### config.mk
export PLATFORM = sky130hd
export DESIGN_NAME = stack_or_queue_store
export DESIGN_NICKNAME = d
export VERILOG_FILES = /design/src/rtl/soqs_pkg.sv /design/src/rtl/soqs_mem.sv /design/src/rtl/stack_or_queue_store.sv
export VERILOG_INCLUDE_DIRS = /design/src /design/src/rtl
export SDC_FILE = /design/constraint.sdc
export NUM_CORES = 1
export LEC_CHECK = 0
export BUFFER_PORTS_ARGS = -buffer_cell sky130_fd_sc_hd__buf_2
export CORE_MARGIN = 2
export CORE_UTILIZATION = 40
export CTS_BUF_LIST = sky130_fd_sc_hd__clkbuf_8
export DETAILED_ROUTE_END_ITERATION = 8
export REMOVE_ABC_BUFFERS = 1
export SYNTH_ARGS = -nofsm -noshare
export SYNTH_HDL_FRONTEND = slang
export SYNTH_SLANG_ARGS = --single-unit
### constraint.sdc
create_clock -name clk -period 6.6 [get_ports clk]
set_input_delay 0.66 -clock clk [delete_from_list [all_inputs] [get_ports clk]]
set_output_delay 0.66 -clock clk [all_outputs]
set_load 0.02 [all_outputs]
### src/rtl/stack_or_queue_store_defines.svh
// Assertion helpers for the stack or queue store.
// They sample on clk and are quiet while arst_n is low.
`ifndef STACK_OR_QUEUE_STORE_DEFINES_SVH
`define STACK_OR_QUEUE_STORE_DEFINES_SVH

// The consequent holds in the same cycle as the antecedent.
`define SOQS_ASSERT_SAME(label, ante, cons, msg) \
	label: assert property (@(posedge clk) disable iff (!arst_n) (ante) |-> (cons)) \
		else $error(msg);

// The consequent holds in the cycle after the antecedent.
`define SOQS_ASSERT_NEXT(label, ante, cons, msg) \
	label: assert property (@(posedge clk) disable iff (!arst_n) (ante) |=> (cons)) \
		else $error(msg);

`endif

### src/rtl/soqs_pkg.sv
package soqs_pkg;

	localparam int DEPTH_DEF = 16;
	localparam int DATA_W = 32;

	// Register index on the configuration port, taken from paddr[2].
	localparam logic REG_DISCIPLINE = 1'b0;

	localparam logic DISC_STACK = 1'b0;
	localparam logic DISC_QUEUE = 1'b1;

	typedef enum logic [1:0] {
		MODE_PUSH  = 2'd0,
		MODE_POP   = 2'd1,
		MODE_DUMP  = 2'd2,
		MODE_CLEAR = 2'd3
	} mode_t;

	typedef enum logic [1:0] {
		ST_OK          = 2'd0,
		ST_EMPTY       = 2'd1,
		ST_FULL        = 2'd2,
		ST_CLEAR_EMPTY = 2'd3
	} status_t;

	typedef struct packed {
		mode_t                     mode;
		logic signed [DATA_W-1:0]  value;
		logic                      quiet;
	} soqs_in_t;

	typedef struct packed {
		status_t                   status;
		logic signed [DATA_W-1:0]  data_out;
		logic                      last;
	} soqs_out_t;

endpackage

### src/rtl/soqs_mem.sv
module soqs_mem import soqs_pkg::*; #(
	parameter int DEPTH = DEPTH_DEF
) (
	input  logic                        clk,
	input  logic                        we,
	input  logic [$clog2(DEPTH)-1:0]    waddr,
	input  logic signed [DATA_W-1:0]    wdata,
	input  logic                        re,
	input  logic [$clog2(DEPTH)-1:0]    raddr,
	output logic signed [DATA_W-1:0]    rdata
);

	logic signed [DATA_W-1:0] ram_q [DEPTH];

	// One write port and one registered read port; a read returns the
	// contents as they stood before a write at the same edge.
	always_ff @(posedge clk) begin
		if (we) begin
			ram_q[waddr] <= wdata;
		end
		if (re) begin
			rdata <= ram_q[raddr];
		end
	end

endmodule

### src/rtl/stack_or_queue_store.sv
// Channel    Handshake              Payload
// -------    ---------              -------
// command    start in, busy out     cmd   (soqs_in_t: mode, value, quiet)
// result     rsp_valid out          rsp   (soqs_out_t: status, data_out, last)
// config     APB psel/penable       paddr, pwdata, prdata (discipline bit)
//
// A push leaves busy low, so pushes can come every cycle while the block is idle.
// A pop leaves busy low as well; its result appears in the cycle after the item.
// A dump or a loud clear of n entries holds busy high while it walks and
// gives one result per cycle, the first in the cycle after the item; the single
// memory read port sets this rate of one entry per cycle.
// Reset clears the pointers, the count and the discipline bit; the entry
// memory itself is not cleared, since only counted entries are ever read.
// The receiver cannot stall: every result is shown for exactly one cycle.

`include "stack_or_queue_store_defines.svh"

module stack_or_queue_store import soqs_pkg::*; #(
	parameter int DEPTH = DEPTH_DEF
) (
	input  logic         clk,
	input  logic         arst_n,

	input  logic         start,
	input  soqs_in_t     cmd,
	output logic         busy,

	output logic         rsp_valid,
	output soqs_out_t    rsp,

	input  logic         psel,
	input  logic         penable,
	input  logic         pwrite,
	input  logic [2:0]   paddr,
	input  logic [31:0]  pwdata,
	output logic [31:0]  prdata,
	output logic         pready
);

	localparam int AW = $clog2(DEPTH);
	localparam int CW = $clog2(DEPTH + 1);
	localparam logic [AW-1:0] LAST_IDX = AW'(DEPTH - 1);
	localparam logic [CW-1:0] FULL_CNT = CW'(DEPTH);
	localparam logic [CW-1:0] ONE_CNT = CW'(1);

	// The block either takes items or walks the store for a dump or clear.
	typedef enum logic [1:0] {
		S_IDLE   = 2'b01,
		S_STREAM = 2'b10
	} state_t;

	state_t state_q, state_d;

	logic [AW-1:0] head_q, head_d;
	logic [AW-1:0] tail_q, tail_d;
	logic [CW-1:0] count_q, count_d;
	logic          disc_q;

	// Walk position and number of reads still to issue during a stream.
	logic [AW-1:0] idx_q, idx_d;
	logic [CW-1:0] left_q, left_d;

	// Result stage, aligned with the registered memory read data.
	logic          valid_s1;
	status_t       status_s1;
	logic          last_s1;

	logic          res_v;
	status_t       res_st;
	logic          res_last;

	logic          mem_we;
	logic          mem_re;
	logic [AW-1:0] mem_raddr;
	logic signed [DATA_W-1:0] mem_rdata;

	logic          empty;
	logic          full;
	logic [AW-1:0] first_idx;

	function automatic logic [AW-1:0] next_idx(input logic [AW-1:0] i);
		return (i == LAST_IDX) ? '0 : i + AW'(1);
	endfunction

	function automatic logic [AW-1:0] prev_idx(input logic [AW-1:0] i);
		return (i == '0) ? LAST_IDX : i - AW'(1);
	endfunction

	// One step in pop order: down from the top for a stack, up from the head
	// for a queue.
	function automatic logic [AW-1:0] step_idx(input logic [AW-1:0] i, input logic disc);
		return (disc == DISC_QUEUE) ? next_idx(i) : prev_idx(i);
	endfunction

	assign busy      = (state_q == S_STREAM);
	assign empty     = (count_q == '0);
	assign full      = (count_q == FULL_CNT);
	assign first_idx = (disc_q == DISC_QUEUE) ? head_q : prev_idx(tail_q);

	always_comb begin
		state_d   = state_q;
		head_d    = head_q;
		tail_d    = tail_q;
		count_d   = count_q;
		idx_d     = idx_q;
		left_d    = left_q;
		mem_we    = 1'b0;
		mem_re    = 1'b0;
		mem_raddr = first_idx;
		res_v     = 1'b0;
		res_st    = ST_OK;
		res_last  = 1'b1;

		case (state_q)
			S_IDLE: begin
				if (start) begin
					case (cmd.mode)
						MODE_PUSH: begin
							if (full) begin
								res_v  = 1'b1;
								res_st = ST_FULL;
							end else begin
								mem_we  = 1'b1;
								tail_d  = next_idx(tail_q);
								count_d = count_q + ONE_CNT;
							end
						end
						MODE_POP: begin
							res_v = 1'b1;
							if (empty) begin
								res_st = ST_EMPTY;
							end else begin
								mem_re  = 1'b1;
								count_d = count_q - ONE_CNT;
								if (disc_q == DISC_QUEUE) begin
									head_d = next_idx(head_q);
								end else begin
									tail_d = first_idx;
								end
							end
						end
						MODE_DUMP, MODE_CLEAR: begin
							if (cmd.mode == MODE_CLEAR && cmd.quiet) begin
								head_d  = '0;
								tail_d  = '0;
								count_d = '0;
							end else if (empty) begin
								res_v  = 1'b1;
								res_st = (cmd.mode == MODE_CLEAR) ? ST_CLEAR_EMPTY : ST_EMPTY;
							end else begin
								// First entry is read now; the rest follow one a cycle.
								mem_re   = 1'b1;
								res_v    = 1'b1;
								res_last = (count_q == ONE_CNT);
								if (count_q != ONE_CNT) begin
									state_d = S_STREAM;
									idx_d   = step_idx(first_idx, disc_q);
									left_d  = count_q - ONE_CNT;
								end
								// A clear empties the store at once; the walk uses its own copy.
								if (cmd.mode == MODE_CLEAR) begin
									head_d  = '0;
									tail_d  = '0;
									count_d = '0;
								end
							end
						end
						default: begin
						end
					endcase
				end
			end
			S_STREAM: begin
				mem_re    = 1'b1;
				mem_raddr = idx_q;
				res_v     = 1'b1;
				res_last  = (left_q == ONE_CNT);
				idx_d     = step_idx(idx_q, disc_q);
				left_d    = left_q - ONE_CNT;
				if (left_q == ONE_CNT) begin
					state_d = S_IDLE;
				end
			end
			default: begin
				state_d = S_IDLE;
			end
		endcase
	end

	soqs_mem #(
		.DEPTH(DEPTH)
	) u_mem (
		.clk   (clk),
		.we    (mem_we),
		.waddr (tail_q),
		.wdata (cmd.value),
		.re    (mem_re),
		.raddr (mem_raddr),
		.rdata (mem_rdata)
	);

	always_ff @(posedge clk or negedge arst_n) begin
		if (!arst_n) begin
			state_q  <= S_IDLE;
			head_q   <= '0;
			tail_q   <= '0;
			count_q  <= '0;
			idx_q    <= '0;
			left_q   <= '0;
			valid_s1 <= 1'b0;
		end else begin
			state_q  <= state_d;
			head_q   <= head_d;
			tail_q   <= tail_d;
			count_q  <= count_d;
			idx_q    <= idx_d;
			left_q   <= left_d;
			valid_s1 <= res_v;
		end
	end

	always_ff @(posedge clk) begin
		status_s1 <= res_st;
		last_s1   <= res_last;
	end

	// Configuration: one register, the discipline bit. The user must write it only
	// while the block is idle, so a walk never sees it change; the block does not enforce this.
	assign pready = 1'b1;
	assign prdata = (paddr[2] == REG_DISCIPLINE) ? {31'b0, disc_q} : '0;

	always_ff @(posedge clk or negedge arst_n) begin
		if (!arst_n) begin
			disc_q <= DISC_STACK;
		end else if (psel && penable && pwrite && paddr[2] == REG_DISCIPLINE) begin
			disc_q <= pwdata[0];
		end
	end

	// Data is only meaningful with a good status; other results carry zero.
	assign rsp_valid = valid_s1;
	assign rsp = '{
		status:   status_s1,
		data_out: (status_s1 == ST_OK) ? mem_rdata : '0,
		last:     last_s1
	};

	`SOQS_ASSERT_SAME(a_count_bound, 1'b1, count_q <= FULL_CNT, "entry count above depth")
	`SOQS_ASSERT_NEXT(a_stream_emits, state_q == S_STREAM, rsp_valid, "walk cycle without result")
	`SOQS_ASSERT_SAME(a_nonlast_walks, rsp_valid && !rsp.last, state_q == S_STREAM, "result chain broken")
	`SOQS_ASSERT_NEXT(a_push_silent, start && !busy && cmd.mode == MODE_PUSH && !full, !rsp_valid, "push gave a result")

endmodule
==> Word level (Yosys, flattened, before mapping) <==
Memories as Yosys holds them, arrays and structs flattened. A register that Yosys moved wholly into a read port is not among the register bits.
Cells that the tools add are included.
W data, S select, Z words.
{ "op_classes": {"mux": 75, "eq_ne": 25, "reduce_logical": 19, "n_bitwise": 1, "add_sub_neg": 10} }
{ "op_table": {"columns": ["cell", "count"], "rows": [
  ["$mux W4", 24],
  ["$mux W5", 10],
  ["$mux W32", 1],
  ["$mux W2", 10],
  ["$mux W1", 18],
  ["$reduce_and A6 Y1", 3],
  ["$add A4 B1 Y4 const B", 4],
  ["$eq A4 B4 Y1 const B", 4],
  ["$ne A2 B2 Y1 const B", 8],
  ["$pmux W4 S2", 2],
  ["$pmux W5 S3", 1],
  ["$reduce_and A7 Y1", 2],
  ["$logic_not A4 Y1", 3],
  ["$pmux W4 S3", 1],
  ["$sub A4 B1 Y4 const B", 3],
  ["$eq A5 B1 Y1 const B", 2],
  ["$pmux W5 S2", 1],
  ["$sub A5 B1 Y5 const B", 2],
  ["$pmux W1 S2", 4],
  ["$eq A2 B2 Y1 const B", 3],
  ["$ne A3 B3 Y1 const B", 2],
  ["$pmux W2 S3", 1],
  ["$add A5 B1 Y5 const B", 1],
  ["$eq A5 B5 Y1 const B", 1],
  ["other kinds (12)", 19]
]} }
{ "word_totals": {"ramBits": 512, "elab_cells": 141, "reg_bits": 29, "out_inout_bits": 70, "memories": 1} }
{ "mem_list": {"columns": ["memory", "words", "word_bits", "read_ports", "rd_clocked_by_memory_dff", "wr", "line_no", "rtl"], "rows": [
  ["u_mem.ram_q", 16, 32, 1, 1, 1, "soqs_mem.sv:13", "logic signed [DATA_W-1:0] ram_q [DEPTH];"]
]} }

==> Logic depth before layout (Yosys ltp) <==
{ "depth": {"word_depth": 12, "ltp_mapped": 12} }

==> Hierarchy <==
From an unflattened synthesis, not the netlist that was laid out.
{ "unflattened": {"hier_cells": 1171, "area_unflattened_um2": 22843.2} }
{ "modules_own_cells": {"columns": ["mod", "area_each_um2", "cells_per_inst", "n_inst", "seq_area_each_um2"], "rows": [
  ["soqs_mem", 20155.6, 838, 1, 16335.7],
  ["stack_or_queue_store", 2687.6, 333, 1, 711.9]
]} }

==> Least setup slack after synthesis <==
No wires, ideal clock.
{ "synth_timing": {"path_kind": "input -> register", "start": "in cmd[33] (netlist name)", "end": "mem u_mem.ram_q[3][0] (enable)", "setup_slack_ns": 2.367, "t_required_ns": 6.139, "arrival_time_ns": 3.772, "stages": 6, "setup_time_ns": 0.461, "path_buffers": 1, "path_cell_list": "clkbuf_1 nor2_1 o21ai_0 nor2_1 nand2_1 nor3_1"} }
{ "synth_between": {"elab_chain_cells": 6} }
{ "synth_lines": {"columns": ["element", "line_no", "rtl"], "rows": [
  ["start, declared", "stack_or_queue_store.sv:25", "input soqs_in_t cmd,"],
  ["$logic_not A2 Y1", "stack_or_queue_store.sv:117", "case (cmd.mode)"],
  ["$mux W1", "stack_or_queue_store.sv:117", null],
  ["$mux W1", "stack_or_queue_store.sv:116", "if (start) begin"],
  ["$mux W1", "stack_or_queue_store.sv:114", "case (state_q)"],
  ["$mux W1", "soqs_mem.sv:18", "if (we) begin"],
  ["$mux W1 (not written as such)", "soqs_mem.sv:19", "ram_q[waddr] <= wdata;"],
  ["end, declared", "soqs_mem.sv:13", null]
]} }
No other way between the ends.

==> Worst setup path after layout <==
{ "layout_timing": {"start": "reg state_q[0]", "end": "reg u_mem.rdata[4] (read register of u_mem.ram_q), data pin"} }
{ "layout_between": {"elab_chain_cells": 2, "word_cells_on_any_way": 4, "classes_between": "2 x eq/ne; 2 x mux"} }
{ "layout_lines": {"columns": ["element", "line_no", "rtl"], "rows": [
  ["start, declared", "stack_or_queue_store.sv:52", "state_t state_q, state_d;"],
  ["start signal, assigned", "stack_or_queue_store.sv:212", "state_q <= state_d;"],
  ["$eq A2 B2 Y1 / $eq A2 B1 Y1 (equally long branches)", "stack_or_queue_store.sv:114", null],
  ["$pmux W1 S2 / $mux W4 (equally long branches)", "stack_or_queue_store.sv:114", null],
  ["end, declared", "soqs_mem.sv:10", "output logic signed [DATA_W-1:0] rdata"]
]} }
Several ways; a longest one is shown, not always the timed one.
A chain may end at the register's enable or synchronous reset.

==> metrics.md <==
| Metric | Value |
|---|---|
| Crit path largest cell delay | between 0.7 and 0.8 ns |
| Category of the worst setup path capture point | flop |
| Post-synth design cell area | 23200 um2 |
| Cts repair resizes | 0 |
| Crit Path Category | reg -> reg |
| Detailed Route WL | between 50000 and 60000 um |
| Number of library cell types mapped by synthesis | 73 |
| Run status | finished, final reports clean |
| Number of I/O port buffers | 80 |
| CTS tree | done |
| Number of flops mapped to enable cells by yosys | between 500 and 600 |
| Number of antenna violations at the first check in global routing | 3 |
| HPWL Detailed | 26800 um |
| I/O pin total | about 150 |
| Highest ir drop seen on vdd | approximately 0.38 mV |
| Critical Path RT | 6.98 ns |
| Drc violations | 0 |
| Aggregate global routing overflow | 0 |
| Aggregate negative setup slack | 0 ns |
| Nets@finish | 1628 |
| Core Region | between 50000 and 60000 um2 |
| Total non-filler cell area in the finished layout | around 26000 um2 |
| Cell with the biggest individual delay on the critical path | sky130_fd_sc_hd__nand2_4 |
| Area added between synthesis and finish | 11.9% |
| Register bit count reported by yosys | 573 |
| Sort of element at the start of the critical path | flop |
| DIE AREA | between 50000 and 60000 um2 |
| RSZ-0062 raised after global routing | no |
| Most common library cells after synthesis | sky130_fd_sc_hd__edfxtp_1 (544), sky130_fd_sc_hd__mux2i_1 (254), sky130_fd_sc_hd__o22ai_1 (129), sky130_fd_sc_hd__nand2_1 (45), sky130_fd_sc_hd__buf_2 (43) |
| Insertion delay to the later sink of the worst-skew pair | roughly 0.67 ns |
| Number of levels the H-tree was split into | 3 |
| Reg2reg setup slack | 2.37 ns |
| Placed cell areas | 24500 um2 |
| Relative max-transition margin | 0.278 |
| Post-synthesis cell count | 1413 |
| Endpoint of the worst register-to-register path | u_mem.rdata[4] |
| Proportion of layout cells with a drive suffix above 1 | 0.158 |
| Top fanout value on the critical path | 79 |
| Hold-fix buffer count after cts | 1 |
| Clock-pin slew on the worst setup and hold paths | ~0.060 ns |
| Cell types occupying the most area after synthesis | sky130_fd_sc_hd__edfxtp_1 (70%), sky130_fd_sc_hd__mux2i_1 (11%), sky130_fd_sc_hd__o22ai_1 (3.5%) |
| DRC marker count from the first detailed-route iteration | between 900 and 1k |
| Total power draw | 10.9 mW |
| Share of the clock period used by the worst path | 0.642 |
| TritonRoute pass-1 iters | 5 |
| Depth of the worst register-to-register path | 10 |
| Area fraction of the dominant cell type after synthesis | 0.704 |
| Post CTS Setup Buffer Count | 0 |
| Y dimension of the die | between 200 and 250 um |
| Worst hold path class | in -> reg |
| CP cell instances | inv_1 > ha_1 > buf_4 > nor2_1 > o211ai_2 > nand2_4 > buf_12 > mux2i_1 > o22ai_1 > or4_1 |
| Arrival time of the worst setup path | between 4 and 5 ns |
| Number of buffers added by the clock tree synthesis step | 88 |
| Die boundary width | 245 um |
| Synthesized area divided by synthesized cell count | between 15 and 20 um2 |
| Number of global-route vias before repair | between 10k and 15k |
| Cell with the most instances after synthesis | sky130_fd_sc_hd__edfxtp_1 |
| Critical path origin | state_q[0] |
| Highest clock rate | around 240 MHz |
| Count of antenna-violating nets left after detailed routing | 0 |
| Tightest hold margin | about 0.27 ns |
| Timing endpoint of the critical path | u_mem.rdata[4] |
| Tmin final | 4.23 ns |
| First-pass GRT wire length | 78500 um |
| Buffer cell driving the clock tree root | sky130_fd_sc_hd__clkbuf_8 |
| Count of clock tree sinks | ~570 |
| Detail-routed via count per cell | about 5.3 |
| Yosys synthesis warning count | 0 |
| Maximum number of pins on one net before global-route repair | around 130 |
| Critical register-to-register path startpoint | state_q[0] |
| WL per Instance | ~23 um |
| Pre-CTS worst setup slack | about 2.4 ns |
| Leakage | just over 9 nW |
| Number of max-capacitance violations reported | 0 |
| Total GRT Usage | 0.178 |
| Register area share after synthesis | 0.735 |
| Final setup violation count | 0 |
| Maximum root-to-sink buffer count | 3 |
| Slew Limit Fails | 0 |
| Placement row count | 88 |
| Power density over the cells | approximately 420 nW/um2 |
| Total count of hold-check failures in the final report | 0 |
| Most used flip-flop cell after synthesis | sky130_fd_sc_hd__edfxtp_1 |
| Weighted congestion reported at the end of routability-driven placement | 0.752 |
| Library cell with the largest summed area after synthesis | sky130_fd_sc_hd__edfxtp_1 |
| Fraction of synthesis flops using an asynchronous set or reset pin | 0.0454 |
| Worst-case setup margin in the final layout | between 2 and 2.5 ns |
| Slew at the pin closest to its max-slew limit | ~1.1 ns |
| Vias | 12.5k |
| Final clock skew | between 0.02 and 0.025 ns |
| Initial cell density of the core | 0.404 |
[worst min path at each step]
stage,from,end,slack (ns),cells after the start
global placement,state_q[0],state_q[0],0.53,1
detailed placement,state_q[0],state_q[0],0.55,1
global route,pwdata[0],disc_q,0.26,3
CTS,pwdata[0],disc_q,0.22,3
floorplan,arst_n,count_q[0],0.36,0
finish,pwdata[0],disc_q,0.27,3
[stage by stage]
step,utilization,instances
2_1_floorplan,-,1337
3_3_place_gp,0.426,2207
3_5_place_dp,0.426,2207
4_1_cts,0.452,2355
5_1_grt,0.452,2356
6_report,0.452,2356
[state kept, by name, summed over array words and instances, names as in the netlist]
| signal | cells |
|---|---|
| u_mem.ram_q | 512 |
| u_mem.rdata | 32 |
| count_q | 5 |
| left_q | 5 |
| head_q | 4 |
| idx_q | 4 |
| tail_q | 4 |
| state_q | 2 |
| status_s1 | 2 |
| disc_q | 1 |
| last_s1 | 1 |
| rsp_valid | 1 |
[logic make-up (layout without fill, tap and decap cells)]
logic type / Yosys count / in the layout / share of synthesized area
flops: 573 / 573 / 0.735
mux: 258 / 258 / 0.111
compound gates: 228 / 228 / 0.0651
simple gates: 197 / 197 / 0.0463
buf+inv: 128 / 275 / 0.0290
fa+ha+maj: 19 / 19 / 0.0102
xor+xnor: 8 / 8 / 0.00302
other cells: 2 / 33 / 0.000324
[where the power goes]
group	switching (mW)	internal, mW
Combinational	2.37	1.54
Sequential	0.162	4.31
Clock	1.32	1.25
Total	3.84	7.10
[worst max-delay path, delay by kind of cell (launching register included)]
family / cells / cell delay (ns)
AO/OA/AOI/OAI: 2 / 0.30
adder cells (fa/ha/maj): 1 / 0.19
buffers and inverters: 3 / 0.81
flip-flops: 1 / 0.54
multiplexers: 1 / 0.27
AND/OR/NAND/NOR: 3 / 1.65
[area by class of cell]
class,count,area [um2]
Tap cell,765,957
Clock inverter,58,262
Fill cell,5007,31500
Inverter,22,82.6
Multi-Input combinational cell,742,5770
Sequential cell,573,17000
Antenna cell,1,2.50
Clock buffer,89,1220
Timing Repair Buffer,106,623
[routing by layer]
layer / GRT usage / part of all wire / vias to the layer above
met5: 0 / 0.00036 / -
met1: 0.233 / 0.43 / 6343
met2: 0.300 / 0.50 / 326
met3: 0.0312 / 0.052 / 68
met4: 0.0560 / 0.017 / 4
li1: - / - / 5769
[placed cells by master (no fill, tap or decap), types with 5 or more instances in the layout]
cell type / n
sky130_fd_sc_hd__edfxtp_1: 544
sky130_fd_sc_hd__mux2i_1: 254
sky130_fd_sc_hd__o22ai_1: 129
sky130_fd_sc_hd__clkbuf_8: 89
sky130_fd_sc_hd__buf_2: 80
sky130_fd_sc_hd__inv_1: 45
sky130_fd_sc_hd__nand2_1: 40
sky130_fd_sc_hd__and2_1: 32
sky130_fd_sc_hd__conb_1: 32
sky130_fd_sc_hd__or4_1: 31
sky130_fd_sc_hd__dfrtp_1: 25
sky130_fd_sc_hd__buf_4: 23
sky130_fd_sc_hd__a21oi_1: 20
sky130_fd_sc_hd__ha_1: 19
sky130_fd_sc_hd__clkinv_1: 19
sky130_fd_sc_hd__o21ai_0: 18
sky130_fd_sc_hd__nor2_1: 16
sky130_fd_sc_hd__nand3_1: 14
sky130_fd_sc_hd__nor2_4: 13
sky130_fd_sc_hd__clkinv_2: 10
sky130_fd_sc_hd__nor3_1: 9
sky130_fd_sc_hd__nor2b_1: 8
sky130_fd_sc_hd__o21ai_1: 6
sky130_fd_sc_hd__xnor2_1: 5
sky130_fd_sc_hd__a21o_1: 5
sky130_fd_sc_hd__o31ai_1: 5
No activity file was read; power rests on OpenSTA's default activity.
